`src/hdl/cdc_pkg.sv`:
```
`timescale 1ns / 1ps
// ----------------------------------------------------------------------------
// Calendar date counter package
// Field widths, request codes, reset date and the Gregorian month-length
// helpers shared by the counter modules.
// ----------------------------------------------------------------------------
package cdc_pkg;

   localparam int KIND_W  = 2;
   localparam int DAY_W   = 5;
   localparam int MONTH_W = 4;
   localparam int YEAR_W  = 14;

   typedef enum logic [KIND_W-1:0] {
      KIND_FWD  = 2'd0,
      KIND_BACK = 2'd1,
      KIND_LOAD = 2'd2
   } kind_type;

   localparam int MAX_YEAR_DEFAULT = 9999;

   localparam logic [DAY_W-1:0]   RESET_DAY   = 5'd1;
   localparam logic [MONTH_W-1:0] RESET_MONTH = 4'd1;
   localparam logic [YEAR_W-1:0]  RESET_YEAR  = 14'd2021;

   localparam logic [DAY_W-1:0]   FIRST_DAY     = 5'd1;
   localparam logic [MONTH_W-1:0] MONTH_JAN     = 4'd1;
   localparam logic [MONTH_W-1:0] MONTH_FEB     = 4'd2;
   localparam logic [MONTH_W-1:0] MONTH_APR     = 4'd4;
   localparam logic [MONTH_W-1:0] MONTH_JUN     = 4'd6;
   localparam logic [MONTH_W-1:0] MONTH_SEP     = 4'd9;
   localparam logic [MONTH_W-1:0] MONTH_NOV     = 4'd11;
   localparam logic [MONTH_W-1:0] MONTH_DEC     = 4'd12;
   localparam logic [DAY_W-1:0]   DAYS_LONG     = 5'd31;
   localparam logic [DAY_W-1:0]   DAYS_SHORT    = 5'd30;
   localparam logic [DAY_W-1:0]   DAYS_FEB      = 5'd28;
   localparam logic [DAY_W-1:0]   DAYS_FEB_LEAP = 5'd29;
   localparam logic [YEAR_W-1:0]  FIRST_YEAR    = 14'd1;
   localparam logic [YEAR_W-1:0]  FALLBACK_YEAR = 14'd1900;

   // y / 25 by reciprocal: exact for every 14-bit year
   localparam int DIV25_SHIFT = 17;
   localparam int DIV25_MUL   = (2**DIV25_SHIFT + 24) / 25;
   localparam int PROD_W      = YEAR_W + 13;
   localparam int QUOT_W      = 10;

   typedef struct packed {
      logic [KIND_W-1:0]  kind;
      logic [DAY_W-1:0]   day;
      logic [MONTH_W-1:0] month;
      logic [YEAR_W-1:0]  year;
      logic               load_ok;
   } item_type;

   typedef struct packed {
      logic [DAY_W-1:0]   day;
      logic [MONTH_W-1:0] month;
      logic [YEAR_W-1:0]  year;
      logic               refused;
   } result_type;

   // Gregorian rule: div by 4, and not by 100 unless by 400
   function automatic logic leap_year(input logic [YEAR_W-1:0] y);
      logic [PROD_W-1:0] prod;
      logic [QUOT_W-1:0] quot;
      logic [YEAR_W-1:0] back;
      logic              div25;
      prod  = PROD_W'(y) * PROD_W'(DIV25_MUL);
      quot  = QUOT_W'(prod >> DIV25_SHIFT);
      back  = (YEAR_W'(quot) << 4) + (YEAR_W'(quot) << 3) + YEAR_W'(quot);
      div25 = (back == y);
      return (y[1:0] == 2'b00) && (!div25 || (y[3:0] == 4'b0000));
   endfunction

   function automatic logic [DAY_W-1:0] month_length(input logic [MONTH_W-1:0] m,
                                                     input logic leap);
      logic [DAY_W-1:0] len;
      case (m) inside
         MONTH_FEB:                               len = leap ? DAYS_FEB_LEAP : DAYS_FEB;
         MONTH_APR, MONTH_JUN, MONTH_SEP, MONTH_NOV: len = DAYS_SHORT;
         default:                                 len = DAYS_LONG;
      endcase
      return len;
   endfunction

endpackage

```
`src/hdl/cdc_if.sv`:
```
`timescale 1ns / 1ps
// ----------------------------------------------------------------------------
// Calendar date counter channels
// Valid/ready channels for requests and for the resulting dates.
// ----------------------------------------------------------------------------
interface cdc_req_if;
   logic                          valid;
   logic                          ready;
   logic [cdc_pkg::KIND_W-1:0]    kind;
   logic [cdc_pkg::DAY_W-1:0]     new_day;
   logic [cdc_pkg::MONTH_W-1:0]   new_month;
   logic [cdc_pkg::YEAR_W-1:0]    new_year;

   modport source (output valid, kind, new_day, new_month, new_year, input ready);
   modport sink   (input valid, kind, new_day, new_month, new_year, output ready);
endinterface

interface cdc_rsp_if;
   logic                          valid;
   logic                          ready;
   logic [cdc_pkg::DAY_W-1:0]     cur_day;
   logic [cdc_pkg::MONTH_W-1:0]   cur_month;
   logic [cdc_pkg::YEAR_W-1:0]    cur_year;
   logic                          refused;

   modport source (output valid, cur_day, cur_month, cur_year, refused, input ready);
   modport sink   (input valid, cur_day, cur_month, cur_year, refused, output ready);
endinterface

```
`src/hdl/cdc_in_stage.sv`:
```
`timescale 1ns / 1ps
// ----------------------------------------------------------------------------
// Calendar date counter input stage
// Registers each request and pre-checks the date that a load carries.
// ----------------------------------------------------------------------------
module cdc_in_stage #(
   parameter int MAX_YEAR = cdc_pkg::MAX_YEAR_DEFAULT
) (
   input  logic                clock,
   input  logic                reset,
   cdc_req_if.sink             req_if,
   input  logic                take,
   output logic                item_valid,
   output cdc_pkg::item_type   item
);

   localparam logic [cdc_pkg::YEAR_W-1:0] YEAR_LIMIT = cdc_pkg::YEAR_W'(MAX_YEAR);

   logic               valid_ff, valid_in;
   cdc_pkg::item_type  item_ff, item_in;
   logic               leap;
   logic               load_ok;
   logic               xfer;

   assign req_if.ready = !valid_ff || take;
   assign xfer         = req_if.valid && req_if.ready;

   always_comb begin
      leap    = cdc_pkg::leap_year(req_if.new_year);
      load_ok = (req_if.new_year >= cdc_pkg::FIRST_YEAR) && (req_if.new_year <= YEAR_LIMIT) &&
                (req_if.new_month >= cdc_pkg::MONTH_JAN) &&
                (req_if.new_month <= cdc_pkg::MONTH_DEC) &&
                (req_if.new_day >= cdc_pkg::FIRST_DAY) &&
                (req_if.new_day <= cdc_pkg::month_length(req_if.new_month, leap));
      item_in.kind    = req_if.kind;
      item_in.day     = req_if.new_day;
      item_in.month   = req_if.new_month;
      item_in.year    = req_if.new_year;
      item_in.load_ok = load_ok;
   end

   always_comb begin
      valid_in = valid_ff;
      if (xfer) begin
         valid_in = 1'b1;
      end else if (take) begin
         valid_in = 1'b0;
      end
   end

   always_ff @(posedge clock) begin
      if (reset) begin
         valid_ff <= 1'b0;
      end else begin
         valid_ff <= valid_in;
      end
   end

   always_ff @(posedge clock) begin
      if (xfer) begin
         item_ff <= item_in;
      end
   end

   assign item_valid = valid_ff;
   assign item       = item_ff;

   // A waiting item must not vanish before the date stage takes it
   a_hold_item : assert property (@(posedge clock) disable iff (reset)
      (valid_ff && !take) |=> (valid_ff && $stable(item_ff)))
      else $error("input stage dropped a waiting item");

endmodule

```
`src/hdl/cdc_date_step.sv`:
```
`timescale 1ns / 1ps
// ----------------------------------------------------------------------------
// Calendar date counter date step
// Holds the current date and applies one request to it per transfer.
// ----------------------------------------------------------------------------
module cdc_date_step #(
   parameter int MAX_YEAR = cdc_pkg::MAX_YEAR_DEFAULT
) (
   input  logic                 clock,
   input  logic                 reset,
   input  logic                 fire,
   input  cdc_pkg::item_type    item,
   output cdc_pkg::result_type  res
);

   localparam logic [cdc_pkg::YEAR_W-1:0] YEAR_LIMIT = cdc_pkg::YEAR_W'(MAX_YEAR);

   logic [cdc_pkg::DAY_W-1:0]   day_ff, day_in;
   logic [cdc_pkg::MONTH_W-1:0] month_ff, month_in;
   logic [cdc_pkg::YEAR_W-1:0]  year_ff, year_in;
   logic                        refused;
   logic                        leap_cur;
   logic [cdc_pkg::DAY_W-1:0]   len_cur;
   logic [cdc_pkg::DAY_W-1:0]   len_prev;
   logic [cdc_pkg::MONTH_W-1:0] month_prev;

   always_comb begin
      leap_cur   = cdc_pkg::leap_year(year_ff);
      len_cur    = cdc_pkg::month_length(month_ff, leap_cur);
      month_prev = month_ff - cdc_pkg::MONTH_W'(1);
      len_prev   = cdc_pkg::month_length(month_prev, leap_cur);
   end

   always_comb begin
      day_in   = day_ff;
      month_in = month_ff;
      year_in  = year_ff;
      refused  = 1'b0;
      case (cdc_pkg::kind_type'(item.kind))
         cdc_pkg::KIND_FWD: begin
            if (day_ff < len_cur) begin
               day_in = day_ff + cdc_pkg::DAY_W'(1);
            end else if (month_ff < cdc_pkg::MONTH_DEC) begin
               day_in   = cdc_pkg::FIRST_DAY;
               month_in = month_ff + cdc_pkg::MONTH_W'(1);
            end else if (year_ff >= YEAR_LIMIT) begin
               refused = 1'b1;
            end else begin
               day_in   = cdc_pkg::FIRST_DAY;
               month_in = cdc_pkg::MONTH_JAN;
               year_in  = year_ff + cdc_pkg::YEAR_W'(1);
            end
         end
         cdc_pkg::KIND_BACK: begin
            if (day_ff > cdc_pkg::FIRST_DAY) begin
               day_in = day_ff - cdc_pkg::DAY_W'(1);
            end else if (month_ff > cdc_pkg::MONTH_JAN) begin
               month_in = month_prev;
               day_in   = len_prev;
            end else begin
               // step back to December 31 of the previous year; below year one wrap to the fallback year
               month_in = cdc_pkg::MONTH_DEC;
               day_in   = cdc_pkg::DAYS_LONG;
               year_in  = (year_ff <= cdc_pkg::FIRST_YEAR) ? cdc_pkg::FALLBACK_YEAR
                                                          : year_ff - cdc_pkg::YEAR_W'(1);
            end
         end
         cdc_pkg::KIND_LOAD: begin
            if (item.load_ok) begin
               day_in   = item.day;
               month_in = item.month;
               year_in  = item.year;
            end else begin
               refused = 1'b1;
            end
         end
         default: begin
         end
      endcase
      res.day     = day_in;
      res.month   = month_in;
      res.year    = year_in;
      res.refused = refused;
   end

   always_ff @(posedge clock) begin
      if (reset) begin
         day_ff   <= cdc_pkg::RESET_DAY;
         month_ff <= cdc_pkg::RESET_MONTH;
         year_ff  <= cdc_pkg::RESET_YEAR;
      end else if (fire) begin
         day_ff   <= day_in;
         month_ff <= month_in;
         year_ff  <= year_in;
      end
   end

   a_date_sane : assert property (@(posedge clock) disable iff (reset)
      (month_ff >= cdc_pkg::MONTH_JAN) && (month_ff <= cdc_pkg::MONTH_DEC) &&
      (day_ff >= cdc_pkg::FIRST_DAY) && (day_ff <= len_cur))
      else $error("stored date is not a calendar date");

   a_refuse_holds : assert property (@(posedge clock) disable iff (reset)
      (fire && res.refused) |=> ($stable(day_ff) && $stable(month_ff) && $stable(year_ff)))
      else $error("refused request changed the date");

endmodule

```
`src/hdl/cdc_out_stage.sv`:
```
`timescale 1ns / 1ps
// ----------------------------------------------------------------------------
// Calendar date counter output stage
// Result register that drives the response channel.
// ----------------------------------------------------------------------------
module cdc_out_stage (
   input  logic                 clock,
   input  logic                 reset,
   input  logic                 load,
   input  cdc_pkg::result_type  res,
   output logic                 out_free,
   cdc_rsp_if.source            rsp_if
);

   logic                 valid_ff, valid_in;
   cdc_pkg::result_type  res_ff;

   assign out_free = !valid_ff || rsp_if.ready;

   always_comb begin
      valid_in = valid_ff;
      if (load) begin
         valid_in = 1'b1;
      end else if (rsp_if.ready) begin
         valid_in = 1'b0;
      end
   end

   always_ff @(posedge clock) begin
      if (reset) begin
         valid_ff <= 1'b0;
      end else begin
         valid_ff <= valid_in;
      end
   end

   always_ff @(posedge clock) begin
      if (load) begin
         res_ff <= res;
      end
   end

   assign rsp_if.valid     = valid_ff;
   assign rsp_if.cur_day   = res_ff.day;
   assign rsp_if.cur_month = res_ff.month;
   assign rsp_if.cur_year  = res_ff.year;
   assign rsp_if.refused   = res_ff.refused;

endmodule

```
`src/hdl/calendar_date_counter_top.sv`:
```
`timescale 1ns / 1ps
// ----------------------------------------------------------------------------
// Calendar date counter
// Gregorian day counter: step forward, step back or load a checked date.
// ----------------------------------------------------------------------------
// Every request gives one response carrying the date after the request and a
// refused flag (invalid load, or a forward step past MAX_YEAR). A request
// enters an input register on transfer and is applied to the stored date once
// the output register is free; the response is loaded into the output register
// as the date register is updated.
// One request is taken every cycle as long as the response side keeps up.
// A stalled response holds the output register and, once the input register
// is also full, the request channel.
// ----------------------------------------------------------------------------
module calendar_date_counter_top #(
   parameter int MAX_YEAR = cdc_pkg::MAX_YEAR_DEFAULT
) (
   input  logic       clock,
   input  logic       reset,
   cdc_req_if.sink    req_if,
   cdc_rsp_if.source  rsp_if
);

   logic                 item_valid;
   cdc_pkg::item_type    item;
   cdc_pkg::result_type  res;
   logic                 out_free;
   logic                 fire;

   assign fire = item_valid && out_free;

   cdc_in_stage #(
      .MAX_YEAR (MAX_YEAR)
   ) u_in_stage (
      .clock      (clock),
      .reset      (reset),
      .req_if     (req_if),
      .take       (fire),
      .item_valid (item_valid),
      .item       (item)
   );

   cdc_date_step #(
      .MAX_YEAR (MAX_YEAR)
   ) u_date_step (
      .clock (clock),
      .reset (reset),
      .fire  (fire),
      .item  (item),
      .res   (res)
   );

   cdc_out_stage u_out_stage (
      .clock    (clock),
      .reset    (reset),
      .load     (fire),
      .res      (res),
      .out_free (out_free),
      .rsp_if   (rsp_if)
   );

   a_fire_shows : assert property (@(posedge clock) disable iff (reset)
      fire |=> (rsp_if.valid && (rsp_if.cur_year == $past(res.year))))
      else $error("applied request did not reach the response register");

endmodule

```
`src/flat_wrapper.sv`:
```
// flat-port wrapper written by rule: the top's interface ports become plain ports
module calendar_date_counter_top_flat 
#(
   parameter int MAX_YEAR = cdc_pkg::MAX_YEAR_DEFAULT
)
  (clock, reset, req_if_valid, req_if_kind, req_if_new_day, req_if_new_month, req_if_new_year, req_if_ready, rsp_if_valid, rsp_if_cur_day, rsp_if_cur_month, rsp_if_cur_year, rsp_if_refused, rsp_if_ready);
  cdc_req_if req_if_i ();
  cdc_rsp_if rsp_if_i ();
  input  logic clock;
  input  logic reset;
  input wire logic [$bits(req_if_i.valid)-1:0] req_if_valid;
  input wire logic [$bits(req_if_i.kind)-1:0] req_if_kind;
  input wire logic [$bits(req_if_i.new_day)-1:0] req_if_new_day;
  input wire logic [$bits(req_if_i.new_month)-1:0] req_if_new_month;
  input wire logic [$bits(req_if_i.new_year)-1:0] req_if_new_year;
  output wire logic [$bits(req_if_i.ready)-1:0] req_if_ready;
  output wire logic [$bits(rsp_if_i.valid)-1:0] rsp_if_valid;
  output wire logic [$bits(rsp_if_i.cur_day)-1:0] rsp_if_cur_day;
  output wire logic [$bits(rsp_if_i.cur_month)-1:0] rsp_if_cur_month;
  output wire logic [$bits(rsp_if_i.cur_year)-1:0] rsp_if_cur_year;
  output wire logic [$bits(rsp_if_i.refused)-1:0] rsp_if_refused;
  input wire logic [$bits(rsp_if_i.ready)-1:0] rsp_if_ready;
  assign req_if_i.valid = req_if_valid;
  assign req_if_i.kind = req_if_kind;
  assign req_if_i.new_day = req_if_new_day;
  assign req_if_i.new_month = req_if_new_month;
  assign req_if_i.new_year = req_if_new_year;
  assign req_if_ready = req_if_i.ready;
  assign rsp_if_valid = rsp_if_i.valid;
  assign rsp_if_cur_day = rsp_if_i.cur_day;
  assign rsp_if_cur_month = rsp_if_i.cur_month;
  assign rsp_if_cur_year = rsp_if_i.cur_year;
  assign rsp_if_refused = rsp_if_i.refused;
  assign rsp_if_i.ready = rsp_if_ready;
  calendar_date_counter_top #(.MAX_YEAR(MAX_YEAR)) u_core (.clock(clock), .reset(reset), .req_if(req_if_i), .rsp_if(rsp_if_i));
endmodule
```
`config.mk`:
```
export PLATFORM = sky130hd
export DESIGN_NAME = calendar_date_counter_top_flat
export DESIGN_NICKNAME = d
export VERILOG_FILES = /design/src/hdl/cdc_pkg.sv /design/src/hdl/cdc_if.sv /design/src/hdl/cdc_in_stage.sv /design/src/hdl/cdc_date_step.sv /design/src/hdl/cdc_out_stage.sv /design/src/hdl/calendar_date_counter_top.sv /design/src/flat_wrapper.sv
export SDC_FILE = /design/constraint.sdc
export NUM_CORES = 1
export LEC_CHECK = 0
export BUFFER_PORTS_ARGS = -buffer_cell sky130_fd_sc_hd__buf_4
export CORE_ASPECT_RATIO = 1.2
export CORE_MARGIN = 5
export CORE_UTILIZATION = 35
export CTS_CLUSTER_DIAMETER = 150
export DETAILED_ROUTE_END_ITERATION = 8
export SLEW_MARGIN = 20
export SYNTH_ARGS = -nofsm -noshare
export SYNTH_HDL_FRONTEND = slang
export SYNTH_SLANG_ARGS = --single-unit
export TNS_END_PERCENT = 10
```
`constraint.sdc`:
```
create_clock -name clock -period 8.6 [get_ports clock]
set_input_delay 0.43 -clock clock [delete_from_list [all_inputs] [get_ports clock]]
set_output_delay 0.43 -clock clock [all_outputs]
set_load 0.005 [all_outputs]
```
# --- Word level (Yosys, flattened, before mapping) ---
# Index checks and enable logic that the tools add are counted.
word_totals:
  out_inout_bits: 26
  ff_bits: 75
  in_bits: 29
classes:
  n_reduce_logical: 27
  muxes: 39
  add_sub_neg: 10
  n_lt_le_gt_ge: 12
  n_mul: 2
  eq_ne: 19
op_table:
  columns: ["cell", "n"]
  rows:
  - ["two-way mux 14 bit", 7]
  - ["multiplier 14 x 13 -> 27 bit (second input constant)", 2]
  - ["two-way mux 5 bit", 9]
  - ["case mux 14 bit (3 select lines)", 1]
  - ["adder 14 x 10 -> 14 bit", 2]
  - ["adder 14 x 13 -> 14 bit", 2]
  - ["equality test 14 bit", 2]
  - ["equality test 4 x 3 -> 1 bit (second input constant)", 6]
  - ["equality test 4 bit (second input constant)", 6]
  - ["two-way mux 4 bit", 6]
  - ["case mux 5 bit (3 select lines)", 1]
  - ["adder 14 x 1 -> 14 bit (second input constant)", 1]
  - [">= comparator 14 x 1 -> 1 bit (second input constant)", 1]
  - [">= comparator 14 bit (second input constant)", 1]
  - ["less-or-equal comparator 14 x 1 -> 1 bit (second input constant)", 1]
  - ["less-or-equal comparator 14 bit (second input constant)", 1]
  - ["subtractor 14 x 1 -> 14 bit (second input constant)", 1]
  - ["two-way mux 1 bit", 13]
  - ["equality test 4 x 2 -> 1 bit (second input constant)", 3]
  - ["case mux 4 bit (3 select lines)", 1]
  - ["OR reduction 4 bit", 3]
  - ["logical AND 1 bit", 9]
  - ["zero test 4 bit", 2]
  - ["zero test 2 bit", 3]
  - ["other kinds (18)", 25]

# --- Logic depth before layout (Yosys ltp) ---
# Gate-level depths: netlist of the first run.
logic_depth:
  depth_word: 12
  depth_mapped: 43
  ltp_nobuf: 43

# --- By module ---
# A second synthesis of the first run with hierarchy kept.
hier_totals:
  cells_unflattened: 1506
  hier_area_um2: 13903.3
by_module_without_submodules:
  columns: ["mod", "seq_area_each_um2", "area_per_inst_um2", "instances", "cells_each"]
  rows:
  - ["cdc_date_step", 460.4, 7796.2, 1, 968]
  - ["cdc_in_stage", 800.8, 5333.9, 1, 509]
  - ["cdc_out_stage", 740.7, 767.0, 1, 28]
  - ["calendar_date_counter_top", 0.0, 6.3, 1, 1]

# --- Worst setup path after synthesis of the first run ---
# No wires, ideal clock.
synth_timing:
  path_kind: "register to register"
  from: "reg u_core.u_date_step.year_ff[11] in the netlist's numbering"
  to: "reg u_core.u_out_stage.res_ff, in the netlist u_core.u_out_stage.rsp_if.cur_day[1], data pin"
  period_less_slack_ns: 8.468
  path_stages_with_launch: 33
  arrival_time_ns: 8.309
  path_slack_ns: 0.132
  setup_ns: 0.159
  path_buffers: 0
  required_ns: 8.441
  path_cell_list: "dfxtp_1 -> inv_1 -> fa_1 -> inv_1 -> ha_1 -> inv_1 -> fa_1 -> inv_1 -> fa_1 -> inv_1 -> fa_1 -> inv_1 -> ha_1 -> nand2_1 -> o21ai_1 -> a2111oi_4 -> a211oi_1 -> o21ai_0 -> nand2b_1 -> a21oi_1 -> xor2_1 -> fa_1 -> fa_1 -> xnor2_1 -> or4_4 -> a2111oi_4 -> nand4_1 -> nor4_2 -> a41o_2 -> a21oi_4 -> nor2_8 -> mux2_1 -> a22oi_1"
synth_rtl:
  columns: ["element", "line_no", "source"]
  rows:
  - ["start: declaration", "cdc_date_step.sv:20", "logic [cdc_pkg::YEAR_W-1:0] year_ff, year_in;"]
  - ["start signal: assignment", "cdc_date_step.sv:90", "year_ff <= cdc_pkg::RESET_YEAR;"]
  - ["start signal: assignment", "cdc_date_step.sv:94", "year_ff <= year_in;"]
  - ["end signal: assignment", "cdc_out_stage.sv:39", "res_ff <= res;"]
  - ["end: declaration", "cdc_out_stage.sv:16", "cdc_pkg::result_type res_ff;"]

# --- Worst setup path after layout of the first run ---
layout_timing:
  from: "in req_if_new_year[8]"
  to: "reg u_core.u_in_stage.item_ff, in the netlist u_core.u_in_stage.item[0], data pin"
layout_via:
  elab_chain_cells: 11
  elab_cells_between_ends: 17
  cone_classes: "2 x add/sub; 1 x mul; 3 x order compare; 1 x eq/ne; 2 x mux; 8 x reduce/logical"
layout_lines:
  columns: ["element", "line_no", "source"]
  rows:
  - ["start: declaration", "flat_wrapper.sv:15", "input wire logic [$bits(req_if_i.new_year)-1:0] req_if_new_year;"]
  - ["multiplier 14 x 13 -> 27 bit", "cdc_pkg.sv:68", "prod = PROD_W'(y) * PROD_W'(DIV25_MUL);"]
  - ["adder 14 x 13 -> 14 bit", "cdc_pkg.sv:70", "back = (YEAR_W'(quot) << 4) + (YEAR_W'(quot) << 3) + YEAR_W'(quot);"]
  - ["adder 14 x 10 -> 14 bit", "cdc_pkg.sv:70", null]
  - ["equality test 14 bit", "cdc_pkg.sv:71", "div25 = (back == y);"]
  - ["zero test 1 bit", "cdc_pkg.sv:72", "return (y[1:0] == 2'b00) && (!div25 || (y[3:0] == 4'b0000));"]
  - ["logical OR 1 bit", "cdc_pkg.sv:72", null]
  - ["logical AND 1 bit", "cdc_pkg.sv:72", null]
  - ["two-way mux 1 bit", "cdc_pkg.sv:79", "MONTH_FEB: len = leap ? DAYS_FEB_LEAP : DAYS_FEB;"]
  - ["two-way mux 5 bit", "cdc_pkg.sv:78", "case (m) inside"]
  - ["less-or-equal comparator 5 bit", "cdc_in_stage.sv:34", "(req_if.new_day <= cdc_pkg::month_length(req_if.new_month, leap));"]
  - ["logical AND 1 bit *", "cdc_in_stage.sv:33", "(req_if.new_day >= cdc_pkg::FIRST_DAY) &&"]
  - ["net u_core.u_in_stage.load_ok", "cdc_in_stage.sv:22", "logic load_ok;"]
  - ["end signal: assignment", "cdc_in_stage.sv:61", "item_ff <= item_in;"]
  - ["end: declaration", "cdc_in_stage.sv:20", "cdc_pkg::item_type item_ff, item_in;"]
# The timed path passes the listed nets; every way through them passes the cells marked *.
# A chain may end at the register's enable or synchronous reset.

==> reports/qor.yml, run 1 <==
status:
  outcome: "completed"
route:
  ant_nets: 0
  routed_wl_um: 36500
  via_per_inst: 5.15
  drt-pass1-iter-count: 5
  drtIter0Drc: 647
  route.vias.total: 10900
  wl_per_cell_um: 17.2
  drc: 0
sta:
  setup_violations: 0
  skew_ns: 0.00891
  timing.slew.headroom_pct: 31.1
  rsz0062_at_grt: "yes"
  finalMaxSlewViolations: 0
  worst_slew_pin_slew_ns: 1.03
  min_period_ns: 8.50
  layout_worst_path_cycle_share_pct: 98.8
  timing.fmax_ghz: 0.118
  finalHoldViolations: 0
cells_and_area:
  drive_above_1_share_pct: 21.7
  fillers: 3691
  utilization_pct: 43.4
  seqCellArea_um2: 2020
  n_antenna_cell: 0
  multi_input_area_um2: 10900
  nets: 2083
  area_growth_pct: 22.1
global_route:
  grtUsageTotal_pct: 16.9
  grt_max_degree: 50
  overflow: 0
  grt_pass1_vias: 11400
  grt_pass1_wl_um: 58500
  antenna_found_initial: 0
placed_design:
  dp_hpwl_um: 29600
  place_congestion: 0.916
  port_buffers: 54
synthesis:
  yosysUniqueCellTypes: 81
  yosysTopAreaCellShare_pct: 25.5
  yosys.area.top_type: "ha_1"
  syn_avg_cell_area_um2: 9.28
  synth_nets: 1899
  synth_ff_type: "edfxtp_1"
  synthTopCellsByArea: "ha_1, fa_1, edfxtp_1, inv_1, dfxtp_1"
  syn_area_um2: 13500
  synth_seq_cells: 75
  seq_area_frac_synth_pct: 14.8
  async_flop_share_pct: 0
  synth_enable_flop_cells: 50
  syn_inst: 1455
  yosysWarningCount: 0
clock_tree:
  clk_path_buf_depth: 2
  clk_pin_slew_ns: 0.07
  htree_levels: 3
  cts.sinks: 75
  cts_root_buffer: "clkbuf_16"
  worstSkewPairLatency_ns: 0.36
  cts_buffers: 9
  cts_tree: "built"
  ctsHoldBuffers: 0
setup_path:
  crit_buf_inv: 6
  critPathLaunchType: "primary input"
  crit_family: "adder cells"
  end_kind: "flop"
  regToRegStartpoint: "u_core.u_date_step.year_ff[7]$_SDFFE_PP1P_"
  crit_start: "req_if_new_year[8]"
  cpPeakStageDelay_ns: 0.55
  cp.arrival_ns: 8.61
  required_ns: 8.71
  critical_path.max_fanout: 4
  slowest_stage: "fa_1"
  path_class: "primary input to flop"
floorplanning:
  dieArea_um2: 42600
  die_h_um: 225
  initial_core_util_pct: 35.5
  die_w_um: 189
  coreArea_um2: 38000
  rows: 78
  ios: 55
hold_path:
  hold_path_class: "primary input to flop"
  hp-start: "req_if_kind[1]"
run:
  maxCapViolCount: 0
==> final timing paths <==
kind	cells past startpoint	endpoint	slack (ns)
worst min register to register	2	u_core.u_out_stage.rsp_if.valid$_SDFFE_PP0P_	0.52
worst min-delay path	1	u_core.u_in_stage.item[25]$_DFFE_PP_	0.25
worst max-delay path	40	u_core.u_in_stage.item[0]$_DFFE_PP_	0.1
worst max register to register	34	u_core.u_out_stage.rsp_if.cur_month[0]$_DFFE_PP_	0.27
==> area by class of cell <==
type | instances | area share [%]
multi-input cells | 1075 | 66.1
flip-flops and latches | 75 | 12.3
repair buffers | 214 | 10.1
inverters | 264 | 6.03
well taps | 480 | 3.64
clock buffers | 9 | 1.37
clock inverters | 7 | 0.501
==> worst reg2reg max path: cells and delay by family (launching register included) <==
family	cells	cell delay, ns
simple gates	7	1.53
buf+inv	8	1.04
compound gates	9	1.28
xor+xnor	2	0.29
fa+ha+maj	8	3.56
flops	1	0.38
==> through the flow <==
stage	TNS [ns]	instances	hold WS [ns]	area (um^2)	setup slack [ns]
after CTS	-0.0103	2113	0.241	15800	-0.0103
after global placement	-0.486	2097	0.503	15500	-0.486
after detailed placement	-0.495	2097	0.509	15500	-0.415
after global routing	-0.787	2124	0.243	16500	-0.300
final	0	2124	0.247	16500	0.0992
after floorplan	0	1455	0.487	13500	0.132
==> cells in the mapped netlist, types with 17 or more instances <==
master	number
a21o_1	22
a21oi_1	88
clkbuf_1	35
dfxtp_1	25
edfxtp_1	50
fa_1	140
ha_1	275
inv_1	262
nand2_1	73
nand3_1	25
nor2_1	80
nor3_1	17
o21ai_0	82
xnor2_1	55
xor2_1	20
==> flip-flops by register name, indices dropped and copies added (netlist names) <==
register and count:
u_core.u_out_stage.rsp_if.cur_year 14, u_core.u_date_step.month_ff 4, u_core.u_out_stage.rsp_if.cur_day 5, u_core.u_out_stage.rsp_if.cur_month 4
u_core.u_date_step.year_ff 14, u_core.u_in_stage.item 26, u_core.u_in_stage.item_valid 1, u_core.u_out_stage.rsp_if.valid 1
u_core.u_date_step.day_ff 5, u_core.u_out_stage.rsp_if.refused 1
==> routing by layer <==
layer,vias to the layer above,routed length [um],track usage [%]
met5,-,0,0
met3,72,1260,1.43
li1,5289,-,-
met1,5313,15400,21.2
met2,274,18600,30.7
met4,0,1210,5.67
==> repair_timing <==
action,4_1_cts,5_1_grt
buffers inserted,0,11
gates resized for setup,4,120
pin swaps,1,77
endpoints found under the setup margin,10,20
==> placed cells by master (no fill, tap or decap), types with 5 or more instances in the layout <==
cell type,Yosys,layout
ha_1,275,253
inv_1,262,248
buf_4,0,204
fa_1,140,134
nor2_1,80,79
o21ai_0,82,78
a21oi_1,88,75
nand2_1,73,72
xnor2_1,55,52
edfxtp_1,50,50
nand3_1,25,24
a21o_1,22,22
ha_4,0,19
dfxtp_1,25,17
nor3_1,17,15
a31oi_1,15,15
inv_2,0,14
a21oi_2,2,14
xor2_1,20,14
nand2b_1,10,10
nor2b_1,11,9
o21a_1,9,9
nand4_1,9,9
clkbuf_16,0,9
o211ai_1,8,8
mux2i_1,7,7
o22ai_1,7,7
and3_1,6,6
o21ai_2,1,6
o22a_1,6,6
o21ai_1,7,6
fa_2,0,6
buf_6,1,6
a211oi_1,7,5
a22oi_1,7,5
xor2_2,0,5
==> kinds of logic after synthesis <==
kind of cell / Yosys count / synth area share, %
buf+inv: 305 / 8.57
compound gates: 314 / 15.3
simple gates: 257 / 8.98
mux: 12 / 0.936
fa+ha+maj: 415 / 46.3
xor+xnor: 77 / 5.15
flops: 75 / 14.8
Power of run 1 is left out: the tool's default activity adds up to more than one toggle a clock period on the data nets, which glitch-free logic cannot reach.
==> run 2, diff against run 1 <==
- CELL_PAD_IN_SITES_DETAIL_PLACEMENT: default -> 1
- CELL_PAD_IN_SITES_GLOBAL_PLACEMENT: default -> 1
- PLACE_DENSITY_LB_ADDON: default -> 0.1
==> reports/qor.yml, run 2 (synthesized netlist as in run 1, its figures left out) <==
placed_design:
  place_congestion: 0.826  # -9.9%
  port_buffers: 54  # unchanged
  dp_hpwl_um: 35800  # +21%
  dp.cells: 2135  # +1.8%
sta:
  timing.slew.headroom_pct: 30.1  # -0.99 points
  timing.fmax_ghz: 0.117  # -0.80%
  hold_ws_ns: 0.244  # -0.00314 ns
  setup_violations: 0  # unchanged
  finalMaxSlewViolations: 0  # unchanged
  min_period_ns: 8.57  # +0.0686 ns
  worst_slew_pin_slew_ns: 1.04  # +0.0111 ns
  rsz0062_at_grt: "yes"
  layout_worst_path_cycle_share_pct: 99.6  # +0.80 points
  skew_ns: 0.0108  # +0.00186 ns
  finalHoldViolations: 0  # unchanged
cells_and_area:
  utilization_pct: 44.6  # +1.1 points
  multi_input_area_um2: 10900  # +0.49%
  nets: 2130  # +2.3%
  final_cells: 2171  # +2.2%
  final_common_cell: "buf_4"
  largest_reg_flops: 26  # unchanged
  final_cell_mix: "buf_4, inv_1, ha_1"
  area_growth_pct: 25.3
  drive_above_1_share_pct: 24.8  # +3.1 points
  seqCellArea_um2: 2020  # about the same
  fillers: 4351  # +18%
  n_antenna_cell: 0  # unchanged
global_route:
  overflow: 0  # unchanged
  antenna_found_initial: 0  # unchanged
  grt_pass1_wl_um: 68700  # +17%
  grt_pass1_vias: 12500  # +9.4%
  grt_max_degree: 50  # unchanged
  grtUsageTotal_pct: 20.5  # +3.6 points
setup_path:
  cp.arrival_ns: 8.68  # +0.07 ns
  cpPeakStageDelay_ns: 0.55  # about the same
  crit_buf_inv: 9  # +3
  crit_path_frequent_cell: "inv_2"
  end_kind: "flop"
  path_depth: 44  # +10%
  required_ns: 8.71  # about the same
  r2r.worst_path.cells: 32  # -5.9%
  crit_family: "adder cells"
  critPathLaunchType: "primary input"
  slowest_stage: "fa_1"
  critical_path.max_fanout: 6  # +2
  path_class: "primary input to flop"
route:
  drtIter0Drc: 399  # -38%
  ant_nets: 0  # unchanged
  route.vias.total: 11200  # +2.3%
  drc: 0  # unchanged
  via_per_inst: 5.16  # about the same
  route.met3.wl_um: 989  # -21%
  wl_met1_um: 18600  # +21%
  drt-pass1-iter-count: 4  # -1
  routed.top_layer: "met4"
  wl_per_cell_um: 20.0  # +16%
  routed_wl_um: 43400  # +19%
  dr_wl_met2_um: 22400  # +20%
run:
  maxCapViolCount: 0  # unchanged
floorplanning:
  ios: 55  # unchanged
  die_w_um: 189  # unchanged
  dieArea_um2: 42600  # unchanged
  coreArea_um2: 38000  # unchanged
  die_h_um: 225  # unchanged
  initial_core_util_pct: 35.5  # unchanged
  rows: 78  # unchanged
clock_tree:
  cts_buffers: 9  # unchanged
  worstSkewPairLatency_ns: 0.36  # about the same
  ctsHoldBuffers: 0  # unchanged
  clk_pin_slew_ns: 0.06  # about the same
  cts.sinks: 75  # unchanged
  cts_root_buffer: "clkbuf_16"
  htree_levels: 3  # unchanged
  clk_path_buf_depth: 2  # unchanged
  cts_tree: "built"
hold_path:
  hold-path-cell-count: 1  # unchanged
  hold_path_class: "primary input to flop"
status:
  outcome: "completed"
[run 2: changes by cell type in the layout (fill, tap and decap cells not counted), sizes merged]
cell / change
bufinv: -1
clkinvlp: +2
inv: -1
buf: +47
[run 2: layout make-up]
type / instances / area share (%)
multi-input combinational: 1075 / 64.7
timing repair buffer: 261 / 12.2
sequential: 75 / 12.0
inverter: 264 / 5.88
tap: 480 / 3.55
clock buffer: 9 / 1.33
clock inverter: 7 / 0.348
[run 2: timing repair]
| item | 4_1_cts | 5_1_grt |
|---|---|---|
| setup endpoints to repair | 16 | 20 |
| resized for setup | 54 | 95 |
| setup buffers | 10 | 10 |
| endpoints found under the hold margin | 0 | 0 |
| pin swaps | 49 | 70 |
[run 2: final timing paths]
kind | startpoint | end | slack, ns
setup / recovery | req_if_new_year[11] | u_core.u_in_stage.item[0]$_DFFE_PP_ | 0.03
hold / removal | req_if_kind[0] | u_core.u_in_stage.item[24]$_DFFE_PP_ | 0.24
setup reg to reg | u_core.u_date_step.year_ff[6]$_SDFFE_PP1P_ | u_core.u_out_stage.rsp_if.cur_month[1]$_DFFE_PP_ | 0.31
hold reg to reg | u_core.u_in_stage.item_valid$_SDFFE_PP0P_ | u_core.u_out_stage.rsp_if.valid$_SDFFE_PP0P_ | 0.52
[run 2: routing by layer]
metal	track usage [%]	vias to the layer above
li1	-	5380
met2	37.6	136
met4	6.56	0
met5	0	-
met1	25.3	5627
met3	2.18	55
[run 2: through the flow]
step	setup TNS (ns)	area [um^2]	setup slack (ns)
floorplan	0	13500	0.132
global placement	-1.09	15800	-1.03
detailed placement	-1.34	15800	-1.08
CTS	-0.284	16400	-0.250
global route	-1.36	16900	-0.335
finish	0	16900	0.0305
[run 2: worst reg2reg max path, delay by kind of cell (launching register included)]
| kind | cells | cell delay [ns] |
|---|---|---|
| XOR/XNOR | 2 | 0.30 |
| buffers and inverters | 6 | 0.66 |
| adder cells (fa/ha/maj) | 9 | 3.66 |
| flip-flops | 1 | 0.35 |
| AND/OR/NAND/NOR | 6 | 1.16 |
| AO/OA/AOI/OAI | 9 | 1.91 |
Power of run 2 is left out for the same reason.
